===== src/rtl/core/sars_pkg.sv =====
// ----------------------------------------------------------------------------
// sars_pkg
// Types, constants and the off-count function shared by the servo ramp stepper.
// ----------------------------------------------------------------------------
package sars_pkg;

    localparam int CHANNELS_PER_CHIP_DEF = 12;
    localparam int NUM_CHIPS_DEF         = 2;

    // index wide enough for the largest table (16 channels x 2 chips)
    localparam int IDX_MAX_W = 5;

    localparam logic [1:0]        MODE_MAX  = 2'd1;
    localparam logic [1:0]        CHIP_NONE = 2'd0;
    localparam logic [1:0]        CHIP_HIGH = 2'd2;
    localparam logic signed [8:0] ANGLE_MAX = 9'sd180;
    localparam logic signed [8:0] ANGLE_MIN = -9'sd180;

    localparam logic signed [9:0] ANGLE_OFS = 10'sd45;
    // ceil(2^16 * 512 / 225): exact floor for |angle+45| up to 225
    localparam logic [17:0]       OFF_RECIP = 18'd149131;
    localparam int                OFF_SHIFT = 16;

    localparam logic signed [10:0] OFF_MIN = -11'sd307;
    localparam logic signed [10:0] OFF_MAX = 11'sd512;

    typedef struct packed {
        logic                 wr_en;
        logic [IDX_MAX_W-1:0] idx;
        logic signed [8:0]    target;
    } t_step_req;

    typedef struct packed {
        logic signed [8:0] cur_angle;
        logic              reached_notice;
    } t_step_rsp;

    // trunc((angle + 45) * 512 / 225), truncation toward zero
    function automatic logic signed [10:0] off_count(input logic signed [8:0] angle);
        logic signed [9:0] sum;
        logic              neg;
        logic [9:0]        mag;
        logic [27:0]       prod;
        logic [11:0]       quo;
        logic [11:0]       res;
        sum  = 10'(angle) + ANGLE_OFS;
        neg  = sum[9];
        mag  = neg ? 10'(-sum) : 10'(sum);
        prod = 28'(mag) * 28'(OFF_RECIP);
        quo  = prod[OFF_SHIFT +: 12];
        res  = neg ? 12'(-quo) : quo;
        return res[10:0];
    endfunction

endpackage


===== src/rtl/core/servo_angle_ramp_stepper.sv =====
// ----------------------------------------------------------------------------
// servo_angle_ramp_stepper
// Servo slew-rate limiter: steps each channel's angle by at most one degree per request.
// ----------------------------------------------------------------------------
// Usage:
//   A request transaction is taken at a clock edge with start high and busy
//   low. busy stays low: a request may be presented on every cycle.
//   Each request gives exactly one result, shown for one cycle with
//   o_result_valid high, after passing through the request register and
//   then the result register.
//   Throughput is one request per cycle; the read-modify-write of the
//   per-channel angle table completes in the request-register cycle, so a
//   following request to the same channel sees the updated angle.
//   The result carries an error status, a PWM off-count write for the
//   pre-step angle, and one-time reached and blocked notices.
//   Reset (synchronous, active low) sets all angles to zero, all reached
//   flags to one and the blocked flag to zero, and drops any request in
//   flight. The receiver cannot stall: results must be taken when shown.
// ----------------------------------------------------------------------------
module servo_angle_ramp_stepper #(
    parameter int CHANNELS_PER_CHIP = sars_pkg::CHANNELS_PER_CHIP_DEF,
    parameter int NUM_CHIPS         = sars_pkg::NUM_CHIPS_DEF
) (
    input  logic               i_clk,
    input  logic               i_rst_n,
    input  logic               start,
    output logic               busy,
    input  logic [1:0]         i_chip_select,
    input  logic [3:0]         i_channel,
    input  logic signed [8:0]  i_target_angle,
    input  logic [1:0]         i_mode,
    input  logic               i_run_enable,
    output logic               o_result_valid,
    output logic               o_status,
    output logic               o_pwm_valid,
    output logic [1:0]         o_pwm_chip,
    output logic [3:0]         o_pwm_channel,
    output logic signed [10:0] o_pwm_off_count,
    output logic               o_reached_notice,
    output logic               o_blocked_notice
);

    localparam int TABLE_SIZE = CHANNELS_PER_CHIP * NUM_CHIPS;

    logic              r_vld;
    logic [1:0]        r_chip;
    logic [3:0]        r_chan;
    logic signed [8:0] r_target;
    logic [1:0]        r_mode;
    logic              r_run;
    logic              r_blocked;
    logic              n_blocked;

    logic                r_out_vld;
    logic                r_status;
    logic                r_pwm_valid;
    logic [1:0]          r_pwm_chip;
    logic [3:0]          r_pwm_chan;
    logic signed [10:0]  r_off;
    logic                r_reached;
    logic                r_blk_notice;

    logic                invalid;
    logic                ok;
    logic                do_run;
    logic                do_block;
    logic [sars_pkg::IDX_MAX_W-1:0] chip_ofs;
    sars_pkg::t_step_req step_req;
    sars_pkg::t_step_rsp step_rsp;

    assign busy = 1'b0;

    always_ff @(posedge i_clk) begin
        if (!i_rst_n) begin
            r_vld <= 1'b0;
        end else begin
            r_vld <= start & ~busy;
        end
    end

    always_ff @(posedge i_clk) begin
        if (start && !busy) begin
            r_chip   <= i_chip_select;
            r_chan   <= i_channel;
            r_target <= i_target_angle;
            r_mode   <= i_mode;
            r_run    <= i_run_enable;
        end
    end

    assign invalid = (r_mode > sars_pkg::MODE_MAX) ||
                     (r_chip == sars_pkg::CHIP_NONE) ||
                     (3'(r_chip) > 3'(NUM_CHIPS)) ||
                     (5'(r_chan) >= 5'(CHANNELS_PER_CHIP)) ||
                     (r_target > sars_pkg::ANGLE_MAX) ||
                     (r_target < sars_pkg::ANGLE_MIN);
    assign ok       = r_vld & ~invalid;
    assign do_run   = ok & r_run;
    assign do_block = ok & ~r_run;

    assign chip_ofs = (r_chip == sars_pkg::CHIP_HIGH) ?
                      sars_pkg::IDX_MAX_W'(CHANNELS_PER_CHIP) : '0;

    assign step_req.wr_en  = do_run;
    assign step_req.idx    = chip_ofs + sars_pkg::IDX_MAX_W'(r_chan);
    assign step_req.target = r_target;

    sars_chan_table #(
        .TABLE_SIZE (TABLE_SIZE)
    ) u_table (
        .i_clk   (i_clk),
        .i_rst_n (i_rst_n),
        .i_req   (step_req),
        .o_rsp   (step_rsp)
    );

    always_comb begin
        n_blocked = r_blocked;
        if (do_run) begin
            n_blocked = 1'b0;
        end else if (do_block) begin
            n_blocked = 1'b1;
        end
    end

    always_ff @(posedge i_clk) begin
        if (!i_rst_n) begin
            r_blocked <= 1'b0;
            r_out_vld <= 1'b0;
        end else begin
            r_blocked <= n_blocked;
            r_out_vld <= r_vld;
        end
    end

    always_ff @(posedge i_clk) begin
        r_status     <= invalid;
        r_pwm_valid  <= do_run;
        r_pwm_chip   <= do_run ? r_chip : 2'd0;
        r_pwm_chan   <= do_run ? r_chan : 4'd0;
        r_off        <= do_run ? sars_pkg::off_count(step_rsp.cur_angle) : '0;
        r_reached    <= do_run & step_rsp.reached_notice;
        r_blk_notice <= do_block & ~r_blocked;
    end

    assign o_result_valid   = r_out_vld;
    assign o_status         = r_status;
    assign o_pwm_valid      = r_pwm_valid;
    assign o_pwm_chip       = r_pwm_chip;
    assign o_pwm_channel    = r_pwm_chan;
    assign o_pwm_off_count  = r_off;
    assign o_reached_notice = r_reached;
    assign o_blocked_notice = r_blk_notice;

    a_result_follows_req: assert property (@(posedge i_clk) disable iff (!i_rst_n)
        r_vld |=> o_result_valid)
        else $error("request without result");

    a_error_quiet: assert property (@(posedge i_clk) disable iff (!i_rst_n)
        (o_result_valid && o_status) |->
        (!o_pwm_valid && !o_reached_notice && !o_blocked_notice))
        else $error("error result with side outputs");

    a_run_not_blocked: assert property (@(posedge i_clk) disable iff (!i_rst_n)
        (o_result_valid && o_pwm_valid) |-> !o_blocked_notice)
        else $error("pwm write and blocked notice together");

    a_off_range: assert property (@(posedge i_clk) disable iff (!i_rst_n)
        (o_result_valid && o_pwm_valid) |->
        (o_pwm_off_count >= sars_pkg::OFF_MIN) && (o_pwm_off_count <= sars_pkg::OFF_MAX))
        else $error("off-count out of range");

endmodule


===== src/rtl/core/sars_chan_table.sv =====
// ----------------------------------------------------------------------------
// sars_chan_table
// Per-channel current angle and reached flag; on write, a step of at most one degree toward the target.
// ----------------------------------------------------------------------------
module sars_chan_table #(
    parameter int TABLE_SIZE = sars_pkg::CHANNELS_PER_CHIP_DEF * sars_pkg::NUM_CHIPS_DEF
) (
    input  logic                i_clk,
    input  logic                i_rst_n,
    input  sars_pkg::t_step_req i_req,
    output sars_pkg::t_step_rsp o_rsp
);

    localparam int IDX_W = (TABLE_SIZE > 1) ? $clog2(TABLE_SIZE) : 1;

    logic signed [8:0] r_angle   [TABLE_SIZE];
    logic              r_reached [TABLE_SIZE];

    logic [IDX_W-1:0]  idx;
    logic signed [8:0] cur;
    logic              reached;
    logic signed [8:0] n_angle;
    logic              n_reached;
    logic              notice;

    assign idx     = i_req.idx[IDX_W-1:0];
    assign cur     = r_angle[idx];
    assign reached = r_reached[idx];

    always_comb begin
        n_angle   = cur;
        n_reached = reached;
        notice    = 1'b0;
        if (cur > i_req.target) begin
            n_angle   = cur - 9'sd1;
            n_reached = 1'b0;
        end else if (cur < i_req.target) begin
            n_angle   = cur + 9'sd1;
            n_reached = 1'b0;
        end else if (!reached) begin
            notice    = 1'b1;
            n_reached = 1'b1;
        end
    end

    always_ff @(posedge i_clk) begin
        if (!i_rst_n) begin
            for (int i = 0; i < TABLE_SIZE; i++) begin
                r_angle[i]   <= '0;
                r_reached[i] <= 1'b1;
            end
        end else if (i_req.wr_en) begin
            r_angle[idx]   <= n_angle;
            r_reached[idx] <= n_reached;
        end
    end

    assign o_rsp.cur_angle      = cur;
    assign o_rsp.reached_notice = i_req.wr_en & notice;

    a_notice_at_target: assert property (@(posedge i_clk) disable iff (!i_rst_n)
        o_rsp.reached_notice |-> (o_rsp.cur_angle == i_req.target))
        else $error("reached notice away from target");

    a_step_clears_reached: assert property (@(posedge i_clk) disable iff (!i_rst_n)
        (i_req.wr_en && (o_rsp.cur_angle != i_req.target))
        |=> !r_reached[$past(idx)])
        else $error("reached flag kept after a step");

    a_step_one_degree: assert property (@(posedge i_clk) disable iff (!i_rst_n)
        i_req.wr_en |=>
        (r_angle[$past(idx)] == $past(o_rsp.cur_angle)) ||
        (r_angle[$past(idx)] == $past(o_rsp.cur_angle) + 9'sd1) ||
        (r_angle[$past(idx)] == $past(o_rsp.cur_angle) - 9'sd1))
        else $error("angle moved by more than one degree");

endmodule

===== config.mk =====
export PLATFORM = sky130hd
export DESIGN_NAME = servo_angle_ramp_stepper
export DESIGN_NICKNAME = d
export VERILOG_FILES = /design/src/rtl/core/sars_pkg.sv /design/src/rtl/core/servo_angle_ramp_stepper.sv /design/src/rtl/core/sars_chan_table.sv
export SDC_FILE = /design/constraint.sdc
export NUM_CORES = 1
export LEC_CHECK = 0
export BUFFER_PORTS_ARGS = -buffer_cell sky130_fd_sc_hd__buf_2
export CORE_MARGIN = 2
export CORE_UTILIZATION = 33
export DETAILED_ROUTE_END_ITERATION = 8
export PLACE_DENSITY = 0.59
export SYNTH_ARGS = -nofsm -noshare
export SYNTH_HDL_FRONTEND = slang
export SYNTH_SLANG_ARGS = --single-unit

===== constraint.sdc =====
create_clock -name i_clk -period 19.9 [get_ports i_clk]
set_input_delay 2.985 -clock i_clk [delete_from_list [all_inputs] [get_ports i_clk]]
set_output_delay 2.985 -clock i_clk [all_outputs]
set_load 0.005 [all_outputs]

Yosys cells after proc, flatten, opt, wreduce, memory -nomap -nowiden:

Memories as Yosys holds them, arrays and structs flattened.
Index checks and enable logic that the tools add are counted.

* add/subtract/negate cells: 6
* $mul: 1
* order comparisons: 7
* equality and inequality tests: 1
* multiplexer cells: 20
* bitwise logic cells: 10
* reductions and logical operators: 9

Operator list (count)
* 10-bit by 18-bit multiplier with 27-bit output (second input constant): 1
* 9-bit 2-to-1 mux: 3
* 1-bit 2-to-1 mux: 12
* 11-bit 2-to-1 mux: 1
* 11-bit negation: 1
* 9-bit by 7-bit adder with 10-bit output (second input constant): 1
* 10-bit 2-to-1 mux: 1
* 5-bit 2-to-1 mux: 2
* 10-bit negation: 1
* 9-bit by 2-bit adder with 9-bit output (second input constant): 1
* 9-bit > comparator: 1
* 9-bit > comparator (second input constant): 1
* 9-bit < comparator: 1
* 9-bit < comparator (second input constant): 1
* 9-bit OR reduction: 1
* 9-bit by 2-bit subtractor with 9-bit output (second input constant): 1
* 1-bit AND: 6
* 4-bit by 4-bit adder with 5-bit output: 1
* 1-bit logical OR: 5
* 4-bit greater-or-equal comparator (second input constant): 1
* 4-bit 2-to-1 mux: 1
* 1-bit NOT: 4
* 2-bit == test (second input constant): 1
* 2-bit by 1-bit > comparator with 1-bit output (second input constant): 1
* other kinds (4): 4

* register bits: 42
* bits in writable memories: 240
* input bits: 21
* output and inout bits: 23
* word-level logic and storage cells: 71
* memories: 2

Memories
* u_table.r_angle: words 24, width 9, rd ports 1, clocked after Yosys merged registers in 0, write ports 24, RTL line sars_chan_table.sv:16 `logic signed [8:0] r_angle [TABLE_SIZE];`
* u_table.r_reached: words 24, width 1, rd ports 1, clocked after Yosys merged registers in 0, write ports 24, RTL line sars_chan_table.sv:17 `logic r_reached [TABLE_SIZE];`

Depth between registers and ports, before layout:

* word-level depth: 14
* depth in mapped cells: 44
* depth with buffers taken out: 42

Hierarchy:

Synthesis repeated with hierarchy kept, for this count alone.

* cells, all modules: 1540
* area, all modules: 19045.8 sq um

Modules (own cells, without submodules)
* sars_chan_table: instances 1, cells each 1053, area each 14463.9 sq um, seq. area each 9609.2 sq um
* servo_angle_ramp_stepper: instances 1, cells each 487, area each 4581.9 sq um, seq. area each 991.0 sq um

Worst setup path after synthesis:

OpenSTA, ideal clock, no wires.

* path type: flip-flop to flip-flop
* start: register r_chip[0]
* end: register r_off[9] (netlist: o_pwm_off_count[9])
* library setup time: 0.123 ns
* arrival: 9.359 ns
* required time: 19.777 ns
* setup slack: 10.417 ns
* cell stages (with the launch flop): 39
* path buffers: 2
* clock period less this slack: 9.483 ns
* path through: edfxtp_1 -> nand2b_1 -> inv_1 -> ha_1 -> inv_1 -> fa_1 -> buf_4 -> or4b_1 -> buf_2 -> o22ai_1 -> nor4_4 -> nand2_2 -> inv_1 -> ha_1 -> nor4b_1 -> nand2_1 -> o31ai_1 -> nand3_1 -> (+3 left out) -> fa_1 -> fa_1 -> fa_1 -> fa_1 -> inv_1 -> ha_1 -> a21o_1 -> a21o_1 -> a21oi_1 -> o21ai_0 -> o31ai_1 -> nor2_1 -> a211oi_1 -> xnor2_1 -> nor4_4 -> a31oi_1 -> o2bb2ai_1 -> mux2_1

* longest elaborated chain between the ends: 10
* elaborated cells on any way between the ends: 20
* those cells by class: 4 x add/sub; 1 x mul; 1 x order compare; 1 x eq/ne; 3 x mux; 3 x bitwise; 6 x reduce/logical; 1 x memory

Ends and longest elaborated chain
* start, declared: RTL line servo_angle_ramp_stepper.sv:46 `logic [1:0] r_chip;`
* start signal, assigned: RTL line servo_angle_ramp_stepper.sv:83 `r_chip <= i_chip_select;`
* 2-bit == test: RTL line servo_angle_ramp_stepper.sv:101 `assign chip_ofs = (r_chip == sars_pkg::CHIP_HIGH) ?`
* 4-bit 2-to-1 mux: RTL line servo_angle_ramp_stepper.sv:101
* 4-bit by 4-bit adder with 5-bit output: RTL line servo_angle_ramp_stepper.sv:105 `assign step_req.idx = chip_ofs + sars_pkg::IDX_MAX_W'(r_chan);`
* memory read 24 x 9 bit
* 9-bit by 7-bit adder with 10-bit output: RTL line sars_pkg.sv:46 `sum = 10'(angle) + ANGLE_OFS;`
* 10-bit negation: RTL line sars_pkg.sv:48 `mag = neg ? 10'(-sum) : 10'(sum);`
* 10-bit 2-to-1 mux: RTL line sars_pkg.sv:48
* 10-bit by 18-bit multiplier with 27-bit output: RTL line sars_pkg.sv:49 `prod = 28'(mag) * 28'(OFF_RECIP);`
* 11-bit negation: RTL line sars_pkg.sv:51 `res = neg ? 12'(-quo) : quo;`
* 11-bit 2-to-1 mux: RTL line sars_pkg.sv:51
* end signal, assigned: RTL line servo_angle_ramp_stepper.sv:141 `r_off <= do_run ? sars_pkg::off_count(step_rsp.cur_angle) : '0;`
* end, declared: RTL line servo_angle_ramp_stepper.sv:59 `logic signed [10:0] r_off;`

Parallel ways exist; a longest one is shown, timed or not.
A chain may end at the register's enable or synchronous reset.

Final worst setup path:

Same ends and word-level chain as after synthesis.

==> metrics.csv <==
metric,value,unit
Die H,243,um
gr ovfl total,0,
clock sink count,361,
# rows,87,
CTS tree,yes,
"slowest stage delay, CP",1150,ps
io pins,44,
Residual DRC,0,
placer congestion estimate,0.868,
largest net degree at the start of global routing,119,
initial core utilization,0.335,
DRT iter0 DRCs,1448,
Core Footprint,56500,sq um
Chip Width,243,um
PnR worst setup slack,8150,ps
maxcap violations,0,
"CTS clk-pin slew, worst paths",60,ps
CTS Hold Bufs,0,
post-synthesis cell area,18900,sq um
Worst EP arrival,12170,ps
vias in the first global route,12169,
GR Util All Layers,0.170,
"Distinct cells, synth",75,
"Max FO, Critical Path",26,
initial antenna violation count,1,
status,finished clean,
minimum hold slack,419,ps
"Clk Latency, worst-skew pair",550,ps
pre-CTS WS,8200,ps
DR pass1 iterations,5,
port bufs,41,
Tmin final,11750,ps
RSZ-0062 raised after global routing,false,
main flop type after synthesis,edfxtp_1,
hpwl dp,34500,um
Seq cells post-synth,361,
Vias,12441,
syn avg cell area,12.1,sq um
Finished Core Util,0.373,
synth-to-layout area growth,11.5,%
pins over their slew limit,0,
Final Hold Viols,0,
ratio of cells with drive above 1 in the final layout,0.0973,
max_slew headroom,0.211,
root buffer cell,clkbuf_16,
PostCTS Resize Cnt,0,
Worst Clk Skew,15.3,ps
clk buf depth,3,
"Period Utilization, post-route",0.591,
final setup violation count,0,
CP Capture Type,flop,
Fin Setup TNS,0,ps
DIE AREA,59200,sq um
fraction of registers with async set/reset,0,
final WL,50300,um
min-delay worst type,flop to flop,
Worst EP required,20320,ps
YS warnings,0,
Layout Nets,1736,
buffer count from post-CTS setup fixing,0,
critical path launch point type,flop,
vias per inst,5.25,
sequential share of the synthesized area,0.561,
drt wl/cell,21.2,um
ANT cells,0,
worst-margin pin slew,1180,ps
first-pass GRT wire length,76400,um
post-route ant nets,0,
most frequent cells in the layout,"edfxtp_1 (337), nor2_1 (262), mux2i_1 (149), inv_1 (110), ha_1 (98)",
Num CTS Buffers,38,
Post-synth EDFFs,337,
Worst path slowest cell,fa_1,
"commonest non-fill, non-tap cell in the layout",edfxtp_1,
Mapped Cells,1558,
Max Freq,0.0851,GHz
H-tree depth reported by CTS,2,
critical path type,flop to flop,
==> sequential cells by signal, summed over array words and instances (netlist names), 2 cells and up <==
name	cells
u_table.r_angle	288
u_table.r_reached	32
o_pwm_off_count	11
r_target	9
o_pwm_channel	4
r_chan	4
o_pwm_chip	2
r_chip	2
==> routing by layer <==
| metal | vias to the layer above | share of wire | global-route usage |
|---|---|---|---|
| li1 | 5699 | - | - |
| met1 | 6200 | 0.43 | 0.239 |
| met2 | 474 | 0.47 | 0.271 |
| met3 | 68 | 0.077 | 0.0272 |
| met4 | 0 | 0.024 | 0.0473 |
| met5 | - | 0 | 0 |
==> worst paths after layout <==
kind / startpoint / end / slack [ps] / depth (start not counted)
setup / recovery: r_chip[0] / o_pwm_off_count[9] / 8150 / 37
hold / removal: r_blocked / o_blocked_notice / 420 / 1
setup reg to reg: r_chip[0] / o_pwm_off_count[9] / 8150 / 37
hold reg to reg: r_blocked / o_blocked_notice / 420 / 1
==> worst max-delay path: cells and delay by family (launching register included) <==
kind / cells / cell delay, ps
flip-flops: 1 / 380
AO/OA/AOI/OAI: 11 / 3000
AND/OR/NAND/NOR: 9 / 2630
buffers and inverters: 6 / 750
XOR/XNOR: 1 / 210
multiplexers: 1 / 340
adder cells (fa/ha/maj): 9 / 4260
==> Yosys cell counts (all sizes together), types with 6 or more instances <==
library cell,n,area [sq um]
ha,98,1230
a21o,14,105
or3,10,62.6
edfxtp,337,10100
buf,35,260
and2,11,68.8
fa,30,601
dfxtp,24,480
o22ai,73,457
xnor2,18,158
a21oi,25,125
nand2b,6,37.5
nand3,40,200
nor3,23,125
nand4,12,81.3
a211oi,8,80.1
nand4bb,6,67.6
mux4,10,225
clkbuf,43,163
o21ai,18,90.1
nor2,262,983
nand2,88,343
mux2i,149,1490
and3,7,43.8
nor4,20,193
inv,110,413
xor2,13,114
==> layout make-up <==
class | instances | area (sq um)
flip-flops and latches | 361 | 10600
well taps | 756 | 946
fillers | 5376 | 35400
multi-input cells | 1013 | 7550
repair buffers | 62 | 375
clock inverters | 17 | 196
clock buffers | 50 | 996
inverters | 111 | 417
==> cell families after synthesis <==
logic type               share of synthesized area
flip-flops                                   0.561
adder cells (fa/ha/maj)                     0.0966
other                                     0.000397
AO/OA/AOI/OAI                               0.0629
XOR/XNOR                                    0.0144
multiplexers                                0.0922
AND/OR/NAND/NOR                              0.128
buffers and inverters                       0.0444
==> per-stage QoR <==
step,cells,area (sq um)
after detailed placement,2303,19900
after floorplan,1563,18900
after global placement,2303,19900
final,2370,21100
after global routing,2370,21100
after CTS,2370,21100
Power is not shown: default switching activity piles up to over one toggle a cycle in this logic, so the estimate is an artifact.
